File: src/hw/rtl/drb_pkg.sv
package drb_pkg;

    localparam int RING_BUFFERS      = 4;
    localparam int MAX_BUFFER_FRAMES = 1024;

    localparam int RATIO_W = 20;
    localparam int SIZE_W  = 11;
    localparam int PHASE_W = 21;
    localparam int FILL_W  = 10;
    localparam int FRAME_W = 32;
    localparam int RING_W  = $clog2(RING_BUFFERS);

    localparam int MAX_COPIES = 16;
    localparam int COPY_W     = $clog2(MAX_COPIES + 1);

    localparam logic [PHASE_W-1:0] PHASE_ONE = PHASE_W'(65536);
    localparam logic [RATIO_W-1:0] MIN_RATIO = RATIO_W'(4096);

    localparam logic [RATIO_W-1:0] RATIO_RESET = RATIO_W'(65536);
    localparam logic [SIZE_W-1:0]  SIZE_RESET  = SIZE_W'(800);

    localparam int CFG_INDEX_W = 2;
    localparam int CFG_DATA_W  = RATIO_W;

    localparam logic [CFG_INDEX_W-1:0] REG_STEP_RATIO        = CFG_INDEX_W'(0);
    localparam logic [CFG_INDEX_W-1:0] REG_FRAMES_PER_BUFFER = CFG_INDEX_W'(1);

    localparam int IN_TDATA_W  = 32;
    localparam int OUT_TDATA_W = 48;

    typedef enum logic [1:0]
    {
        ALU_ADD_STEP = 2'b01,
        ALU_SUB_ONE  = 2'b10
    } alu_op_t;

    typedef struct packed
    {
        logic [FILL_W-1:0] fill;
        logic [RING_W-1:0] ring;
        logic              last;
    } slot_t;

    function automatic logic [RATIO_W-1:0] eff_ratio(input logic [RATIO_W-1:0] r);
        return (r < MIN_RATIO) ? MIN_RATIO : r;
    endfunction

    function automatic logic [SIZE_W-1:0] eff_size(input logic [SIZE_W-1:0] s);
        int v;
        v = int'(s);
        if (v == 0)
        begin
            v = 1;
        end
        if (v > MAX_BUFFER_FRAMES)
        begin
            v = MAX_BUFFER_FRAMES;
        end
        return SIZE_W'(v);
    endfunction

endpackage

File: src/hw/rtl/drop_repeat_resampler_buffer_fill.sv
// channel   dir  handshake            payload
// s_*       in   s_tvalid/s_tready    s_tdata frame_word, s_tuser chunk_start
// m_*       out  m_tvalid/m_tready    m_tdata frame/slot/buffer, m_tlast buffer_last
// cfg_*     in   cfg_we               cfg_index, cfg_data
//
// each input frame emits k copies, k = 0..16, set by the
// single phase adder that steps once per copy under the sequencer
// s_tready is high whenever the sequencer is idle, even while a beat waits on m_*
// a stalled m_tready holds the copy loop; no clearing pass after reset
module drop_repeat_resampler_buffer_fill
(
    input  logic                                   clk,
    input  logic                                   rst_n,

    input  logic                                   s_tvalid,
    output logic                                   s_tready,
    input  logic [drb_pkg::IN_TDATA_W-1:0]         s_tdata,  // [31:0] frame_word
    input  logic                                   s_tuser,  // [0] chunk_start

    output logic                                   m_tvalid,
    input  logic                                   m_tready,
    // [31:0] out_frame, [41:32] slot_position, [43:42] buffer_number, [47:44] zero
    output logic [drb_pkg::OUT_TDATA_W-1:0]        m_tdata,
    output logic                                   m_tlast,  // buffer_last

    input  logic                                   cfg_we,
    input  logic [drb_pkg::CFG_INDEX_W-1:0]        cfg_index,
    input  logic [drb_pkg::CFG_DATA_W-1:0]         cfg_data
);
    import drb_pkg::*;

    typedef enum logic [1:0]
    {
        ST_IDLE = 2'b01,
        ST_RUN  = 2'b10
    } state_t;

    state_t             state_reg;
    state_t             state_next;

    logic [RATIO_W-1:0] ratio_reg;
    logic [SIZE_W-1:0]  size_reg;

    logic [PHASE_W-1:0] phase_reg;
    logic [PHASE_W-1:0] phase_next;
    logic [COPY_W-1:0]  copy_reg;
    logic [COPY_W-1:0]  copy_next;
    logic [FRAME_W-1:0] frame_reg;

    logic               out_valid_reg;
    logic [FRAME_W-1:0] out_frame_reg;
    logic [FILL_W-1:0]  out_slot_reg;
    logic [1:0]         out_buf_reg;
    logic               out_last_reg;

    alu_op_t            alu_op;
    logic [PHASE_W-1:0] alu_result;
    logic               below_one;

    slot_t              slot;
    logic               in_beat;
    logic               want_copy;
    logic               emit;
    logic               finish;

    // config registers
    always_ff @(posedge clk or negedge rst_n)
    begin
        if (!rst_n)
        begin
            ratio_reg <= RATIO_RESET;
            size_reg  <= SIZE_RESET;
        end
        else if (cfg_we)
        begin
            unique case (cfg_index)
                REG_STEP_RATIO:        ratio_reg <= cfg_data;
                REG_FRAMES_PER_BUFFER: size_reg  <= cfg_data[SIZE_W-1:0];
                default:               ;
            endcase
        end
    end

    drb_phase_alu u_alu
    (
        .op        (alu_op),
        .phase     (phase_reg),
        .ratio     (eff_ratio(ratio_reg)),
        .result    (alu_result),
        .below_one (below_one)
    );

    drb_slot_track u_slot
    (
        .clk     (clk),
        .rst_n   (rst_n),
        .advance (emit),
        .size    (eff_size(size_reg)),
        .slot    (slot)
    );

    assign s_tready  = (state_reg == ST_IDLE);
    assign in_beat   = s_tvalid && s_tready;
    assign want_copy = (state_reg == ST_RUN) && below_one &&
                       (copy_reg < COPY_W'(MAX_COPIES));
    assign emit      = want_copy && (!out_valid_reg || m_tready);
    assign finish    = (state_reg == ST_RUN) && !want_copy;
    assign alu_op    = finish ? ALU_SUB_ONE : ALU_ADD_STEP;

    always_comb
    begin
        state_next = state_reg;
        phase_next = phase_reg;
        copy_next  = copy_reg;
        unique case (state_reg)
            ST_IDLE:
            begin
                if (in_beat)
                begin
                    state_next = ST_RUN;
                    copy_next  = '0;
                    if (s_tuser)
                    begin
                        phase_next = '0;
                    end
                end
            end
            ST_RUN:
            begin
                if (emit)
                begin
                    phase_next = alu_result;
                    copy_next  = copy_reg + COPY_W'(1);
                end
                else if (finish)
                begin
                    phase_next = below_one ? '0 : alu_result;
                    state_next = ST_IDLE;
                end
            end
            default:
            begin
                state_next = ST_IDLE;
            end
        endcase
    end

    always_ff @(posedge clk or negedge rst_n)
    begin
        if (!rst_n)
        begin
            state_reg <= ST_IDLE;
            phase_reg <= '0;
            copy_reg  <= '0;
        end
        else
        begin
            state_reg <= state_next;
            phase_reg <= phase_next;
            copy_reg  <= copy_next;
        end
    end

    always_ff @(posedge clk)
    begin
        if (in_beat)
        begin
            frame_reg <= s_tdata[FRAME_W-1:0];
        end
    end

    // output register, loaded when empty or while the previous beat is taken
    always_ff @(posedge clk or negedge rst_n)
    begin
        if (!rst_n)
        begin
            out_valid_reg <= 1'b0;
        end
        else if (emit)
        begin
            out_valid_reg <= 1'b1;
        end
        else if (m_tready)
        begin
            out_valid_reg <= 1'b0;
        end
    end

    always_ff @(posedge clk)
    begin
        if (emit)
        begin
            out_frame_reg <= frame_reg;
            out_slot_reg  <= slot.fill;
            out_buf_reg   <= 2'(slot.ring);
            out_last_reg  <= slot.last;
        end
    end

    assign m_tvalid = out_valid_reg;
    assign m_tdata  = {{(OUT_TDATA_W - FRAME_W - FILL_W - 2){1'b0}},
                       out_buf_reg, out_slot_reg, out_frame_reg};
    assign m_tlast  = out_last_reg;

endmodule

File: src/hw/rtl/drb_phase_alu.sv
module drb_phase_alu
(
    input  drb_pkg::alu_op_t                   op,
    input  logic [drb_pkg::PHASE_W-1:0]        phase,
    input  logic [drb_pkg::RATIO_W-1:0]        ratio,
    output logic [drb_pkg::PHASE_W-1:0]        result,
    output logic                               below_one
);
    import drb_pkg::*;

    logic [PHASE_W-1:0] operand_b;

    always_comb
    begin
        unique case (op)
            ALU_ADD_STEP: operand_b = PHASE_W'(ratio);
            ALU_SUB_ONE:  operand_b = PHASE_ONE;
            default:      operand_b = '0;
        endcase
    end

    // subtraction result is only kept when phase is at or above one, so a borrow never lands
    assign result    = (op == ALU_SUB_ONE) ? (phase - operand_b) : (phase + operand_b);
    assign below_one = (phase < PHASE_ONE);

endmodule

File: src/hw/rtl/drb_slot_track.sv
module drb_slot_track
(
    input  logic                          clk,
    input  logic                          rst_n,
    input  logic                          advance,
    input  logic [drb_pkg::SIZE_W-1:0]    size,
    output drb_pkg::slot_t                slot
);
    import drb_pkg::*;

    logic [FILL_W-1:0] fill_reg;
    logic [FILL_W-1:0] fill_next;
    logic [RING_W-1:0] ring_reg;
    logic [RING_W-1:0] ring_next;
    logic              last;

    // a shrunk buffer size also lands here, so a stale fill closes at once
    assign last = ({1'b0, fill_reg} + SIZE_W'(1)) >= size;

    always_comb
    begin
        fill_next = fill_reg;
        ring_next = ring_reg;
        if (advance)
        begin
            if (last)
            begin
                fill_next = '0;
                ring_next = (ring_reg == RING_W'(RING_BUFFERS - 1)) ? '0
                                                                    : ring_reg + RING_W'(1);
            end
            else
            begin
                fill_next = fill_reg + FILL_W'(1);
            end
        end
    end

    always_ff @(posedge clk or negedge rst_n)
    begin
        if (!rst_n)
        begin
            fill_reg <= '0;
            ring_reg <= '0;
        end
        else
        begin
            fill_reg <= fill_next;
            ring_reg <= ring_next;
        end
    end

    assign slot.fill = fill_reg;
    assign slot.ring = ring_reg;
    assign slot.last = last;

endmodule
File: config.mk
export PLATFORM = sky130hd
export DESIGN_NAME = drop_repeat_resampler_buffer_fill
export DESIGN_NICKNAME = d
export VERILOG_FILES = /design/src/hw/rtl/drb_pkg.sv /design/src/hw/rtl/drop_repeat_resampler_buffer_fill.sv /design/src/hw/rtl/drb_phase_alu.sv /design/src/hw/rtl/drb_slot_track.sv
export SDC_FILE = /design/constraint.sdc
export NUM_CORES = 1
export LEC_CHECK = 0
export BUFFER_PORTS_ARGS = -buffer_cell sky130_fd_sc_hd__buf_2
export CORE_ASPECT_RATIO = 1.25
export CORE_MARGIN = 3
export CORE_UTILIZATION = 41
export CTS_CLUSTER_DIAMETER = 50
export CTS_CLUSTER_SIZE = 20
export DETAILED_ROUTE_END_ITERATION = 12
export PLACE_DENSITY = 0.61
export SKIP_CTS_REPAIR_TIMING = 1
export SYNTH_ARGS = -nofsm -noshare
export SYNTH_HDL_FRONTEND = slang
export SYNTH_SLANG_ARGS = --single-unit
File: constraint.sdc
create_clock -name clk -period 11.05 [get_ports clk]
set_clock_uncertainty 0.15 [all_clocks]
set_input_delay 2.21 -clock clk [delete_from_list [all_inputs] [get_ports clk]]
set_output_delay 2.21 -clock clk [all_outputs]
set_load 0.05 [all_outputs]
=== Yosys cells after proc, flatten, opt, wreduce, memory -nomap -nowiden ===
Cells that the tools add are included.

* Add/sub/neg operators: 6
* $lt $le $gt $ge: 5
* Equal/unequal tests: 12
* Muxes and demuxes: 23
* Reduce and logical (&&, ||, !) cells: 18

{| class="wikitable"
|+ Operator list
! operator !! count
|-
| $mux 21 || 6
|-
| $pmux 21 s2 || 1
|-
| $pmux 20 s2 || 1
|-
| $gt 32x12->1 const B || 1
|-
| $mux 11 || 2
|-
| $add 21x20->21 || 1
|-
| $lt 21x17->1 const B || 1
|-
| $sub 21x20->21 || 1
|-
| $lt 20x13->1 const B || 1
|-
| $mux 20 || 1
|-
| $add 10x1->11 const B || 1
|-
| $ge 11x11->1 || 1
|-
| $logic_not 11->1 || 1
|-
| $add 10x1->10 const B || 1
|-
| $mux 10 || 1
|-
| $mux 2 || 5
|-
| $mux 5 || 2
|-
| $pmux 5 s2 || 1
|-
| $eq 2x1->1 const B || 3
|-
| $eq 2x2->1 const B || 3
|-
| $ne 2x2->1 const B || 3
|-
| $reduce_and 2->1 || 3
|-
| $reduce_and 3->1 || 2
|-
| $add 5x1->5 const B || 1
|-
| 12 further kinds || 20
|}

* Register bits after elaboration: 149
* Input port bits: 60
* Output and inout port bits: 51
* Logic and storage cells: 77

=== Longest topological paths before layout ===
* Depth in word-level cells: 14
* Mapped depth: 21
* Gate-level depth less buffers: 20

=== Hierarchy ===
From an unflattened synthesis, not the netlist that was laid out.

* Cell total of the unflattened synthesis: 676
* Area total of the unflattened synthesis: 7848.8 µm²

{| class="wikitable"
|+ Modules (own cells, without submodules)
! module !! times used !! cells an instance !! area an instance (µm²)
|-
| drop_repeat_resampler_buffer_fill || 1 || 320 || 5228.8
|-
| drb_phase_alu || 1 || 246 || 1605.3
|-
| drb_slot_track || 1 || 110 || 1014.7
|}

=== Worst setup path before layout ===
OpenSTA, ideal clock, no wires.

* Path kind: register to register
* Start: register phase_reg[19]
* End: register phase_reg[20]
* Library setup time: 69 ps
* Data arrival time: 4521 ps
* Slack: 6310 ps
* Cell stages (with the launch flop): 22
* Path buffers: 1
* Clock period less this slack: 4740 ps
* Cells stage by stage: dfrtp_1 -> or4_1 -> nor3_1 -> nor2_1 -> a21oi_1 -> nand2_1 -> ha_1 -> buf_2 -> nand2_2 -> or3_1 -> nor2_1 -> xnor2_1 -> nand2_1 -> ha_1 -> and4_1 -> nand4_1 -> a211oi_1 -> a2111oi_4 -> a21oi_2 -> a31o_1 -> or4_1 -> nand3_1

* Word-level cells in the longest chain between the ends: 14

{| class="wikitable"
|+ Ends and longest elaborated chain
! what !! line !! text
|-
| start, declared || drop_repeat_resampler_buffer_fill.sv:44 || <nowiki>logic [PHASE_W-1:0] phase_reg;</nowiki>
|-
| start signal, assigned || drop_repeat_resampler_buffer_fill.sv:159 || <nowiki>phase_reg <= phase_next;</nowiki>
|-
| $lt 21x17->1 || drb_phase_alu.sv:24 || <nowiki>assign below_one = (phase < PHASE_ONE);</nowiki>
|-
| $logic_and 1x1->1 (2 in a row) || drop_repeat_resampler_buffer_fill.sv:104 || <nowiki>assign want_copy = (state_reg == ST_RUN) && below_one &&</nowiki>
|-
| $logic_not 1->1 || drop_repeat_resampler_buffer_fill.sv:107 || <nowiki>assign finish = (state_reg == ST_RUN) && !want_copy;</nowiki>
|-
| $logic_and 1x1->1 || drop_repeat_resampler_buffer_fill.sv:107 ||
|-
| $mux 2 || drop_repeat_resampler_buffer_fill.sv:108 || <nowiki>assign alu_op = finish ? ALU_SUB_ONE : ALU_ADD_STEP;</nowiki>
|-
| $eq 2x2->1 / $eq 2x1->1 (equally long branches) || drb_phase_alu.sv:15, drb_phase_alu.sv:23 ||
|-
| $pmux 20 s2 || drb_phase_alu.sv:15 || <nowiki>unique case (op)</nowiki>
|-
| $add 21x20->21 / $sub 21x20->21 (equally long branches) || drb_phase_alu.sv:23 || <nowiki>assign result = (op == ALU_SUB_ONE) ? (phase - operand_b) : (phase + operand_b);</nowiki>
|-
| $mux 21 || drb_phase_alu.sv:23 ||
|-
| $mux 21 || drop_repeat_resampler_buffer_fill.sv:137 || <nowiki>phase_next = below_one ? '0 : alu_result;</nowiki>
|-
| $mux 21 || drop_repeat_resampler_buffer_fill.sv:135 || <nowiki>else if (finish)</nowiki>
|-
| $mux 21 || drop_repeat_resampler_buffer_fill.sv:130 || <nowiki>if (emit)</nowiki>
|-
| $pmux 21 s2 || drop_repeat_resampler_buffer_fill.sv:115 || <nowiki>unique case (state_reg)</nowiki>
|}

Parallel ways exist; a longest one is shown, timed or not. The select of a mux whose other input is x is not followed.
A chain may end at the register's enable or synchronous reset.

=== Worst setup path after layout ===
Same ends and word-level chain as after synthesis.

==> metrics list <==
- Registers are responsible for between 30% and 40% of the overall power.
* Core Box Area: 16,900 um^2
* Count of antenna-violating nets left after detailed routing: 0
- Number of max-cap violations: 0
- The total overflow left after global routing is 0.
- Synth unique cells: 64
- Power comes to 2.04 mW.
* RSZ-0062 raised after global routing: no
* DR vias: 4,892
* Count of pins on the block boundary: ~110
- Fmax: approximately 190 MHz
* Placed cell count: 907
- Total Die Area: around 19,000 um^2
- Register-to-register setup slack: just under 6 ns
- Maximum number of pins on one net before global-route repair: 73
* Clock root buffer: sky130_fd_sc_hd__clkbuf_16
* Number of hold violations in the final report: 0
* Status: finished clean
- The die is about 120 um wide.
- After routing, the total negative slack on setup checks comes to 0 ns.
- The synthesized design contains ~150 register bits.
- For this run, the detailed router's first-pass iteration total came to 4.
- Number of global-route vias before repair: 4,935
* Period Utilization, post-route: 47.7%
- Die Span Y: 153 um
* Cell count of the worst reg-to-reg path: 20
* Total of buffers placed on input and output ports: 106
- DP Wirelength: 10,900 um
- Uppermost signal routing layer after detailed routing: met4
* CP Data Required Time: 11.26 ns
- Type of element capturing the critical path: flop
- The analysis attributes to net switching a power of 0.758 mW.
- The initial utilization of the core area, before any placement, comes to 42.0%.
- Worst setup slack before clock tree synthesis: 5.78 ns
* Avg Vias per Cell: between 5 and 6
- The critical path starts at phase_reg[19]$_DFFE_PN0P_.
- In the layout the commonest cells are sky130_fd_sc_hd__buf_2 (106), sky130_fd_sc_hd__nand2_1 (87), sky130_fd_sc_hd__edfxtp_1 (77).
- After detailed routing, the wire length on met1 is 6120 um.
* # setup viols final: 0
* IR Drop Worst-Case VDD: 0.105 mV
- Per-instance average area after synthesis: 12.1 um^2
- Leaving out fill and tap cells, the most frequent cell in the layout is sky130_fd_sc_hd__buf_2.
- Internal power: 1.28 mW
- Leakage dissipation: 3.64 nW
- Excluding fillers, the count of instances in the completed layout stands at 939.
- Total wirelength of the detailed-routed design: 14,900 um
* Share of cells above drive strength 1: between 20% and 30%
- Routed length on met2: about 7800 um
* N_diodes: 0
* Sort of element at the start of the critical path: flop
- Source of the worst register-to-register timing path: phase_reg[19]$_DFFE_PN0P_
- Nets: 802
* Number of standard cells after synthesis: 588
- In this run, the combinational gates consume 33.6% of the power.
- Minimum clock period: 5.27 ns
- Yosys printed 0 warnings.
- Depth of the CTS H-tree: 4
- For this run, the total global-route usage over all layers was measured as ~17%.
* Power per cell area: 241 nW/um^2
- Clock latency reported for the late side of the worst-skew pair: 0.43 ns
- Post-synthesis sequential area ratio: 58.1%
- Number of enable-type register cells in the synthesized netlist: between 70 and 80
- Net switching fraction of the power: about 37%
- The initialized floorplan defines between 50 and 60 standard-cell rows.
- Path type of the worst setup path: reg2reg
- After clock tree synthesis, the clock-pin slew on the worst setup and hold paths is 0.07 ns.
- In the routed design, unresolved DRC markers number 0.
* Core utilization of the finished layout: 50.1%
- Clk pwr share: 27.5%
- Worst Setup EP: phase_reg[20]$_DFFE_PN0P_
* Final worst-path setup slack: 5.78 ns
* Post-synthesis async set-or-reset flop share: 48.3%
- Detailed-route wire length per cell: 15.9 um
- Summing every instance area after synthesis gives a little over 7000 um^2.
- In this run the tightest slew margin relative to its limit is 29.8%.
- Fill cell instance count of the final layout: 1,530
* Synth top area share: roughly a third
- Placer congestion estimate: 0.876
- Maximum fanout along the worst path: 9
- Cells taking the most area after synthesis: sky130_fd_sc_hd__edfxtp_1 (33%), sky130_fd_sc_hd__dfrtp_1 (24%), sky130_fd_sc_hd__ha_1 (6.2%), sky130_fd_sc_hd__mux2_2 (5.2%), sky130_fd_sc_hd__nand2_1 (4.6%)
- Counting every sink on the clock net gives between 100 and 150.
- After the first detailed-routing iteration, the DRC count stood at 330.
* Area leader, netlist: sky130_fd_sc_hd__edfxtp_1
- The initial antenna violation count came to 0.
- TritonCTS clock tree: yes
- Total length of routed met3 wires: 775 um
* Worst reg2reg path endpoint: phase_reg[20]$_DFFE_PN0P_
* Count of pins over their slew limit: 0
* Number of clock buffers inserted by TritonCTS: 17
- In this run the deepest clock path goes through 2 buffers.
- At the pin with the least slew margin, the transition time is 1.05 ns.
- First-pass GRT wire length: approximately 24,000 um
- After detailed placement, the total cell area comes to slightly below 8000 um^2.
- In this run the worst hold path is classified as reg2reg.
- After routing the design area is 8470 um^2.
- From synthesis to final layout, the design area changed by 19.3%.
- Main synth FF type: sky130_fd_sc_hd__edfxtp_1
- Endpoint arrival time on the critical path: 5.48 ns
- Worst hold slack after final layout: ~0.26 ns
logic make-up after synthesis:
family | after synthesis | share of synthesized area, %
muxes | 33 | 5.24
and+or+nand+nor | 184 | 12.3
other | 1 | 0.0529
xor gates and xnor gates | 34 | 4.20
buffers and inverters | 27 | 1.68
DFF | 149 | 58.1
adders and majority gates | 36 | 6.46
AOI/OAI and AO/OA | 124 | 12.0
synth_stat cells, drive strengths merged, types with 2 or more instances:
library cell and n:
buf 6, a2111oi 3, nor2 34, dfrtp 67, o31ai 10, nor3 5, nor4 9, and2 2
inv 11, nand2b 5, dfstp 5, a21o 12, nor2b 6, a32o 3, or3 5, a31oi 2
a21oi 21, nand4 2, and3 6, edfxtp 77, xor2 15, nand2 88, mux2 33, o21a 9
o21ai 48, nand3 14, a211oi 4, ha 35, or2b 2, clkbuf 9, xnor2 19, or4 2
a21boi 2
critical path, cell delays in order (launching register included):
cell                        delay, ns
sky130_fd_sc_hd__dfrtp_1         0.40
sky130_fd_sc_hd__or4_1           0.60
sky130_fd_sc_hd__nor3_1          0.29
sky130_fd_sc_hd__nor2_1          0.14
sky130_fd_sc_hd__a21oi_1         0.44
sky130_fd_sc_hd__nand2_1         0.17
sky130_fd_sc_hd__ha_1            0.34
sky130_fd_sc_hd__nand2_2         0.15
sky130_fd_sc_hd__or3_1           0.14
sky130_fd_sc_hd__nor2_1          0.05
sky130_fd_sc_hd__xnor2_1         0.13
sky130_fd_sc_hd__nand2_1         0.07
sky130_fd_sc_hd__ha_1            0.35
sky130_fd_sc_hd__and4_1          0.26
sky130_fd_sc_hd__nand4_1         0.10
sky130_fd_sc_hd__a211oi_1        0.07
sky130_fd_sc_hd__a2111oi_4       0.42
sky130_fd_sc_hd__a21oi_2         0.12
sky130_fd_sc_hd__a31o_1          0.24
sky130_fd_sc_hd__or4_1           0.46
sky130_fd_sc_hd__nand3_1         0.09
per-layer routing:
layer / up-vias / GRT usage [%]
li1: 2378 / -
met1: 2379 / 19.9
met2: 115 / 28.4
met3: 20 / 4.07
met4: 0 / 5.86
met5: - / 0
worst min-delay path by stage:
stage,start,endpoint,slack (ns),cells past startpoint
finish,frame_reg[14]$_DFFE_PP_,out_frame_reg[14]$_DFFE_PP_,0.26,0
detailed placement,frame_reg[15]$_DFFE_PP_,out_frame_reg[15]$_DFFE_PP_,0.25,0
CTS,frame_reg[8]$_DFFE_PP_,out_frame_reg[8]$_DFFE_PP_,0.27,0
global route,frame_reg[12]$_DFFE_PP_,out_frame_reg[12]$_DFFE_PP_,0.27,0
floorplan,frame_reg[0]$_DFFE_PP_,out_frame_reg[0]$_DFFE_PP_,0.25,0
global placement,frame_reg[5]$_DFFE_PP_,out_frame_reg[5]$_DFFE_PP_,0.25,0
layout make-up:
| type | count | area (um^2) | share of cell area [%] |
|---|---|---|---|
| Multi-Input combinational cell | 415 | 2880 | 34.0 |
| Inverter | 12 | 45.0 | 0.532 |
| Sequential cell | 149 | 4120 | 48.7 |
| Timing Repair Buffer | 111 | 568 | 6.71 |
| Tap cell | 220 | 275 | 3.25 |
| Clock buffer | 17 | 425 | 5.02 |
| Clock inverter | 15 | 158 | 1.86 |
power by group through the flow:
stage	logic, mW	registers, mW	clock network, mW
2_1_floorplan	0.458	0.865	0
3_3_place_gp	0.672	0.798	0
3_5_place_dp	0.687	0.805	0
4_1_cts	0.690	0.794	0.575
5_1_grt	0.767	0.810	0.598
6_report	0.684	0.793	0.560
(Power assumes the default switching activity.)
